===== src/rtl/pip_pkg.sv =====
// ----------------------------------------------------------------------------
// pip_pkg: shared types and constants for the point-in-polygon test unit
// Coordinate widths, vertex store geometry, command codes and the
// controller/datapath command and status structs.
// ----------------------------------------------------------------------------
package pip_pkg;

  localparam int COORD_W  = 32;                 // signed Q16.16
  localparam int MAX_VERT = 256;
  localparam int ADDR_W   = $clog2(MAX_VERT);
  localparam int CNT_W    = 9;
  localparam int DIFF_W   = COORD_W + 1;        // translated coordinate
  localparam int PROD_W   = 2 * DIFF_W;         // exact cross product term
  localparam int CMP_W    = PROD_W + 1;
  localparam int WORD_W   = 2 * COORD_W;        // {r, z} per vertex

  localparam logic CMD_WRITE = 1'b0;
  localparam logic CMD_QUERY = 1'b1;

  typedef logic signed [COORD_W-1:0] coord_t;
  typedef logic signed [DIFF_W-1:0]  diff_t;
  typedef logic signed [PROD_W-1:0]  prod_t;

  typedef struct packed {
    logic              start;     // latch query point, clear parity
    logic              rd_en;
    logic              rd_first;
    logic [ADDR_W-1:0] rd_addr;
    logic              wr_en;
    logic              load_res;
  } pip_cmd_t;

  typedef struct packed {
    logic pipe_busy;
  } pip_sts_t;

endpackage


===== src/rtl/pip_ctrl.sv =====
// ----------------------------------------------------------------------------
// pip_ctrl: point-in-polygon controller
// Holds the vertex count, takes input transactions, walks the vertex
// addresses for a query and hands the result to the output register.
// ----------------------------------------------------------------------------
module pip_ctrl
  import pip_pkg::*;
(
  input  logic             clk,
  input  logic             rst_n,
  input  logic             cfg_we,
  input  logic [CNT_W-1:0] cfg_wdata,
  input  logic             in_valid,
  input  logic             in_cmd,
  output logic             in_ready,
  output logic             out_valid,
  input  logic             out_ready,
  output pip_cmd_t         cmd,
  input  pip_sts_t         sts
);

  typedef enum logic [3:0] {
    ST_IDLE  = 4'b0001,
    ST_WALK  = 4'b0010,
    ST_DRAIN = 4'b0100,
    ST_DONE  = 4'b1000
  } state_t;

  state_t            state_r, state_nxt;
  logic [CNT_W-1:0]  count_r;
  logic [ADDR_W-1:0] addr_r, addr_nxt;
  logic [ADDR_W-1:0] last_r, last_nxt;
  logic              out_valid_r, out_valid_nxt;
  logic [CNT_W-1:0]  n_sat;
  logic [CNT_W-1:0]  n_m1;
  logic              acc;

  assign n_sat    = (count_r > CNT_W'(MAX_VERT)) ? CNT_W'(MAX_VERT) : count_r;
  assign n_m1     = n_sat - CNT_W'(1);
  assign in_ready = (state_r == ST_IDLE);
  assign acc      = in_valid && in_ready;

  always_comb begin
    state_nxt = state_r;
    addr_nxt  = addr_r;
    last_nxt  = last_r;
    cmd       = '0;
    case (state_r)
      ST_IDLE: begin
        if (acc) begin
          if (in_cmd == CMD_QUERY) begin
            cmd.start = 1'b1;
            addr_nxt  = '0;
            last_nxt  = n_m1[ADDR_W-1:0];
            state_nxt = (n_sat < CNT_W'(2)) ? ST_DONE : ST_WALK;
          end else begin
            cmd.wr_en = 1'b1;
          end
        end
      end
      ST_WALK: begin
        cmd.rd_en    = 1'b1;
        cmd.rd_addr  = addr_r;
        cmd.rd_first = (addr_r == '0);
        addr_nxt     = addr_r + ADDR_W'(1);
        if (addr_r == last_r) begin
          state_nxt = ST_DRAIN;
        end
      end
      ST_DRAIN: begin
        if (!sts.pipe_busy) begin
          state_nxt = ST_DONE;
        end
      end
      ST_DONE: begin
        if (!out_valid_r || out_ready) begin
          cmd.load_res = 1'b1;
          state_nxt    = ST_IDLE;
        end
      end
      default: begin
        state_nxt = ST_IDLE;
      end
    endcase
  end

  always_comb begin
    out_valid_nxt = out_valid_r;
    if (cmd.load_res) begin
      out_valid_nxt = 1'b1;
    end else if (out_ready) begin
      out_valid_nxt = 1'b0;
    end
  end

  always_ff @(posedge clk) begin
    if (!rst_n) begin
      state_r     <= ST_IDLE;
      count_r     <= '0;
      out_valid_r <= 1'b0;
    end else begin
      state_r     <= state_nxt;
      out_valid_r <= out_valid_nxt;
      if (cfg_we) begin
        count_r <= cfg_wdata;
      end
    end
  end

  always_ff @(posedge clk) begin
    addr_r <= addr_nxt;
    last_r <= last_nxt;
  end

  assign out_valid = out_valid_r;

endmodule


===== config.mk =====
export PLATFORM = sky130hd
export DESIGN_NAME = pip_ctrl
export DESIGN_NICKNAME = d
export VERILOG_FILES = /design/src/rtl/pip_pkg.sv /design/src/rtl/pip_ctrl.sv
export SDC_FILE = /design/constraint.sdc
export NUM_CORES = 1
export LEC_CHECK = 0
export BUFFER_PORTS_ARGS = -buffer_cell sky130_fd_sc_hd__buf_2
export CAP_MARGIN = 30
export CELL_PAD_IN_SITES_DETAIL_PLACEMENT = 0
export CELL_PAD_IN_SITES_GLOBAL_PLACEMENT = 2
export CORE_MARGIN = 2
export CORE_UTILIZATION = 34
export DETAILED_ROUTE_END_ITERATION = 6
export HOLD_SLACK_MARGIN = 0.03
export PLACE_DENSITY_LB_ADDON = 0.1
export REMOVE_ABC_BUFFERS = 1
export SETUP_SLACK_MARGIN = 0.1
export SYNTH_ARGS = -nofsm -noshare
export SYNTH_HDL_FRONTEND = slang
export SYNTH_SLANG_ARGS = --single-unit

===== constraint.sdc =====
create_clock -name clk -period 2.35 [get_ports clk]
set_input_delay 0.47 -clock clk [delete_from_list [all_inputs] [get_ports clk]]
set_output_delay 0.47 -clock clk [all_outputs]
set_load 0.02 [all_outputs]

==> results.sh, run 1 <==
export IMPL_viasPerCell=4.73
export IMPL_fin_crit_ps=2170
export IMPL_grt_start_max_net_pins=13
export IMPL_drive_gt1_share_pct=25.6
export IMPL_slew_headroom_pct=68.3
export IMPL_fillers=492
export IMPL_final_nets=225
export IMPL_rsz0062_at_grt="no"
export IMPL_dr_pass1_iters=4
export IMPL_fp_dieW_microns=74.0
export IMPL_synth_yosys_seq_area_share_pct=45.7
export IMPL_synth_commonest_cells="nor2_1, edfxtp_1, dfxtp_1"
export IMPL_ys_seq_elements=30
export IMPL_antenna_found_initial=0
export IMPL_cellPowerDensity_nw_per_um2=634
export IMPL_area_delta_synth_final_pct=19.3
export IMPL_vias=1295
export IMPL_numPortBuffers=30
export IMPL_fin_tns_setup_ps=0
export IMPL_root_buffer="clkbuf_8"
export IMPL_status="completed"
export IMPL_synthDistinctLibCells=43
export IMPL_grt_ovfl_total=0
export IMPL_wl_microns=3490
export IMPL_period_share_pct=92.5
export IMPL_holdCritPathClass="in -> reg"
export IMPL_finalSetupViolations=0
export IMPL_worst_slack_ps=176
export IMPL_synth_edff_count=16
export IMPL_met2_usage_pct=22.3
export IMPL_dpl_cell_count=261
export IMPL_final_max_slew_viol_count=0
export IMPL_clkTransAtPathRegs_ps=60
export IMPL_place_hpwl_microns=2590
export IMPL_dp_slack_ps=358
export IMPL_die_area_sq_um=5470
export IMPL_finalNonFillerCells=274
export IMPL_crit_type="reg -> out"
export IMPL_start_util_pct=35.3
export IMPL_synthesis_instances=171
export IMPL_clk_latency_ps=270
export IMPL_diodes=0
export IMPL_multiInputGateArea_sq_um=827
export IMPL_worstHoldStart="rst_n"
export IMPL_cts_sinks=30
export IMPL_postRouteAntennaNets=0
export IMPL_grt_use_met1_pct=17.9
export IMPL_crit_arrival_ps=1700
export IMPL_cts_buffers=5
export IMPL_p_total_w=0.00126
export IMPL_rows=25
export IMPL_ioPinCount=31
export IMPL_htree_levels=2
export IMPL_yosysMostFrequentCell="nor2_1"
export IMPL_wl_per_cell_microns=12.8
export IMPL_r2r_start="state_r[3]"
export IMPL_timing_final_hold_violations=0
export IMPL_worst_slew_pin_slew_ps=472
export IMPL_cts_tree="built"
export IMPL_fmax_ghz=0.460
export IMPL_regArea_sq_um=763
export IMPL_startpoint="state_r[3]"
export IMPL_cp_end_kind="output pin"
export IMPL_p_leak_nw=0.813
export IMPL_whs_ps=387
export IMPL_ys_flop_type="edfxtp_1"
export IMPL_worstPathMaxFanout=9
export IMPL_drcViolationCount=0
export IMPL_die_h_microns=74.0
export IMPL_grt_util_met3_pct=4.34
export IMPL_grt_use_total_pct=13.9
export IMPL_maxCapViolCount=0
export IMPL_vdd_drop_max_uv=317
export IMPL_cp_data_required_time_ps=1880
export IMPL_ys_async_sr_fraction_pct=0
export IMPL_grt_pass1_wl_microns=5780
export IMPL_core_sq_um=4720
export IMPL_gp_congestion=0.800
export IMPL_finalClockSkew_ps=4.51
export IMPL_gr_max_usage_layer="met2"
export IMPL_crit_path_start_kind="register"
export IMPL_ys_warn_count=0
export IMPL_avgSynthCellArea_sq_um=9.74
export IMPL_syn_area_sq_um=1670
export IMPL_synth_area_leaders="edfxtp_1, dfxtp_1, nor2_1, xnor2_1, mux2i_1"
export IMPL_synth_top_area_cell="edfxtp_1"
export IMPL_synth_top_area_share_pct=28.9
export IMPL_clk_path_buf_depth=2
export IMPL_first_global_vias=1233
export IMPL_drt_iter0_drc=32
[state kept, by name (all words and copies together), names as in the netlist]
register / flops
state_r: 4
count_r: 9
last_r: 8
addr_r: 8
out_valid: 1
[cells by family after synthesis]
family          Yosys count  synth area share [%]
fa+ha+maj                 3                  2.25
compound gates           20                  7.51
buf+inv                  16                  5.03
simple gates             76                  25.2
xor+xnor                 17                  8.94
flops                    30                  45.7
mux                       9                  5.41
[placed cells by master, fill, tap and decap left out, types with 3 or more instances in the layout]
cell type  count
nand2b_1       4
ha_1           3
clkbuf_8       5
nand3_1        8
and3_1         4
buf_2         29
and2_1         9
a31oi_1        3
o21ai_0        4
buf_4          7
o22ai_1        3
dfxtp_1       12
inv_1          6
mux2i_1        9
nand2_1        7
xnor2_1       11
nor2_1        26
a21oi_1        5
edfxtp_1      16
xor2_1         6
[repair_timing]
action                                  4_1_cts  5_1_grt
pin swaps                                     1        1
setup buffers                                 1        4
endpoints found under the setup margin        1        1
hold buffers                                  0        0
resized for setup                             1        4
[path summary, 6_finish.rpt]
check	endpoint	slack (ps)	cells after the start
min reg2reg	last_r[0]	530	1
max reg2reg	addr_r[1]	620	5
max	cmd[1]	180	4
min	state_r[0]	390	2
[per-stage QoR]
stage / cell area [sq um] / util [%]
2_1_floorplan: 1610 / -
4_1_cts: 1940 / 41.2
5_1_grt: 1990 / 42.1
3_3_place_gp: 1850 / 39.3
6_report: 1990 / 42.1
3_5_place_dp: 1850 / 39.3
[where the power goes]
part           internal [W]  switching (W)  total (W)
Sequential         0.000602      0.0000484   0.000650
Combinational      0.000109       0.000120   0.000230
Clock              0.000203       0.000177   0.000380
Total              0.000914       0.000346    0.00126
[routing by layer]
metal  part of all wire, %  routed length [microns]
met1                    47                     1640
met2                    47                     1630
met3                   5.1                      177
met4                   1.2                       41
met5                     0                        0
[area by class of cell]
cell class / count / share of cell area, %
clock buffers: 6 / 3.65
clock inverters: 2 / 0.441
inverters: 8 / 1.70
multi-input cells: 125 / 41.6
flip-flops and latches: 30 / 38.4
well taps: 67 / 4.22
repair buffers: 36 / 9.95
[critical path, stage by stage (launching register included)]
cell,delay [ps]
dfxtp_1,380
or4b_4,620
nor2_1,140
and2_1,130
buf_2,150
No activity file was read; power rests on OpenSTA's default activity.
==> inputs of run 2 (changes only) <==
--- a/config.mk
+++ b/config.mk
@@ -10,12 +10,13 @@
 export CELL_PAD_IN_SITES_DETAIL_PLACEMENT = 0
 export CELL_PAD_IN_SITES_GLOBAL_PLACEMENT = 2
 export CORE_MARGIN = 2
-export CORE_UTILIZATION = 34
+export CORE_UTILIZATION = 30
 export DETAILED_ROUTE_END_ITERATION = 6
 export HOLD_SLACK_MARGIN = 0.03
 export PLACE_DENSITY_LB_ADDON = 0.1
 export REMOVE_ABC_BUFFERS = 1
 export SETUP_SLACK_MARGIN = 0.1
+export SLEW_MARGIN = 20
 export SYNTH_ARGS = -nofsm -noshare
 export SYNTH_HDL_FRONTEND = slang
 export SYNTH_SLANG_ARGS = --single-unit
==> run 2 against run 1 <==
Compared with the run above:
- power up 0.48%
- sequential power about the same
- cell count up 1.8%
- die area up 13%
- count of clock-buffer cells in the layout unchanged
- combinational power about the same
- non-clock buffer count unchanged
- global-route usage down 1.7 points
- setup slack about the same
- flip-flop and latch count unchanged
- highest routed layer unchanged
- clock skew up 0.59 ps
==> results.sh, run 2 (same netlist as run 1, synthesis figures left out) <==
export IMPL_clk_latency_ps=270
export IMPL_fillers=586
export IMPL_area_delta_synth_final_pct=19.3
export IMPL_grt_pass1_wl_microns=5910
export IMPL_period_share_pct=92.5
export IMPL_reg_top3="count_r (9), addr_r (8), last_r (8)"
export IMPL_root_buffer="clkbuf_8"
export IMPL_final_cell_mix="buf_2, nor2_1, edfxtp_1"
export IMPL_drcViolationCount=0
export IMPL_cp_cell_sequence="nand2b_1 > or3_4 > inv_4 > nand2_1 > nor4_2 > buf_2"
export IMPL_cp_end_kind="output pin"
export IMPL_switching_share_pct=27.8
export IMPL_fin_tns_setup_ps=0
export IMPL_multiInputGateArea_sq_um=823
export IMPL_wl_microns=3540
export IMPL_wl_per_cell_microns=12.7
export IMPL_viasPerCell=4.69
export IMPL_max_stage_delay_ps=410
export IMPL_finalSetupViolations=0
export IMPL_rows=27
export IMPL_place_hpwl_microns=2630
export IMPL_grt_ovfl_total=0
export IMPL_drt_iter0_drc=21
export IMPL_internal_power_w=0.000914
export IMPL_diodes=0
export IMPL_ff2ff_path_depth=5
export IMPL_antenna_found_initial=0
export IMPL_cp_slowest_cell="or3_4"
export IMPL_ioPinCount=31
export IMPL_vias=1308
export IMPL_gp_congestion=0.767
export IMPL_cts_buffers=5
export IMPL_detailed_place_area_sq_um=1860
export IMPL_rsz0062_at_grt="yes"
export IMPL_cts_tree="built"
export IMPL_clkTransAtPathRegs_ps=60
export IMPL_die_area_sq_um=6160
export IMPL_final_common_cell="buf_2"
export IMPL_die_h_microns=78.5
export IMPL_crit_type="reg -> out"
export IMPL_htree_levels=2
export IMPL_pwr_share_comb_pct=18.1
export IMPL_worst_slew_pin_slew_ps=510
export IMPL_startpoint="state_r[0]"
export IMPL_holdPathStages=2
export IMPL_drive_gt1_share_pct=25.6
export IMPL_cp_top_family="simple AND/OR/NAND/NOR gates"
export IMPL_crit_path_start_kind="register"
export IMPL_fp_dieW_microns=78.5
export IMPL_finalClockSkew_ps=5.10
export IMPL_largest_register="count_r"
export IMPL_first_global_vias=1245
export IMPL_status="completed"
export IMPL_cellPowerDensity_nw_per_um2=637
export IMPL_holdCritPathClass="in -> reg"
export IMPL_final_cell_area_sq_um=1990
export IMPL_cp_depth=6
export IMPL_dr_pass1_iters=4
export IMPL_r2r_start="state_r[0]"
export IMPL_maxCapViolCount=0
export IMPL_crit_buf_inv=2
export IMPL_core_sq_um=5440
export IMPL_ctsHoldBuffers=0
export IMPL_slew_headroom_pct=65.7
export IMPL_final_nets=225
export IMPL_numPortBuffers=30
export IMPL_vdd_drop_max_uv=227
export IMPL_p_leak_nw=0.810
export IMPL_clk_path_buf_depth=2
export IMPL_start_util_pct=30.6
export IMPL_cts_sinks=30
export IMPL_power_switching_w=0.000352
export IMPL_fmax_ghz=0.460
export IMPL_postRouteAntennaNets=0
export IMPL_fin_crit_ps=2170
export IMPL_worstPathMaxFanout=9
export IMPL_p_clk_share_pct=30.6
export IMPL_timing_final_hold_violations=0
export IMPL_grt_use_total_pct=12.2
export IMPL_final_max_slew_viol_count=0
export IMPL_regArea_sq_um=763
export IMPL_grt_start_max_net_pins=13
export IMPL_largest_reg_flops=9
export IMPL_power_frac_seq_pct=51.4
export IMPL_worstHoldStart="rst_n"
export IMPL_cp_data_required_time_ps=1880
export IMPL_crit_arrival_ps=1700
==> run 2: layout make-up <==
type | instances | area share [%]
Multi-Input combinational cell | 125 | 41.4
Sequential cell | 30 | 38.4
Clock inverter | 2 | 0.441
Timing Repair Buffer | 36 | 9.82
Tap cell | 72 | 4.53
Inverter | 8 | 1.70
Clock buffer | 6 | 3.65
==> run 2: worst register-to-register path: stages, from the launching register on <==
cell and delay, ps:
dfxtp_2 350, nand2b_1 160, or3_4 410, buf_4 200
a21oi_1 130, buf_4 190
==> run 2: repair_timing <==
| item | 4_1_cts | 5_1_grt |
|---|---|---|
| setup endpoints to repair | 1 | 3 |
| pin swaps | 1 | 0 |
| gates cloned | 0 | 0 |
| gates resized for setup | 0 | 4 |
| setup buffers | 1 | 4 |
==> run 2: worst paths after layout <==
kind	to	slack, ps
worst max-delay path	cmd[10]	180
worst min-delay path	state_r[0]	370
worst max register to register	addr_r[7]	610
worst min register to register	last_r[0]	530
==> run 2: per-stage QoR <==
step / power [W] / instances / util, % / hold slack (ps) / setup WS, ps
6_report: 0.00127 / 279 / 36.5 / 370 / 176
5_1_grt: 0.00134 / 279 / 36.5 / 373 / 99.0
4_1_cts: 0.00128 / 275 / 35.8 / 368 / 108
3_5_place_dp: 0.000882 / 266 / 34.2 / 531 / 358
3_3_place_gp: 0.000880 / 266 / 34.2 / 531 / 421
2_1_floorplan: 0.000807 / 163 / - / 486 / 352
==> run 2: power groups by stage <==
stage	registers, W	logic, W	clock network, W
final	0.000650	0.000229	0.000387
after global routing	0.000658	0.000258	0.000426
after CTS	0.000654	0.000219	0.000405
after detailed placement	0.000665	0.000217	0
after global placement	0.000663	0.000217	0
after floorplan	0.000647	0.000161	0
==> run 2: layer usage <==
layer	up-vias	wire length (microns)	global-route usage (%)
li1	665	-	-
met1	615	1680	15.2
met2	26	1690	20.3
met3	2	155	3.10
met4	0	15	4.91
met5	-	0	0
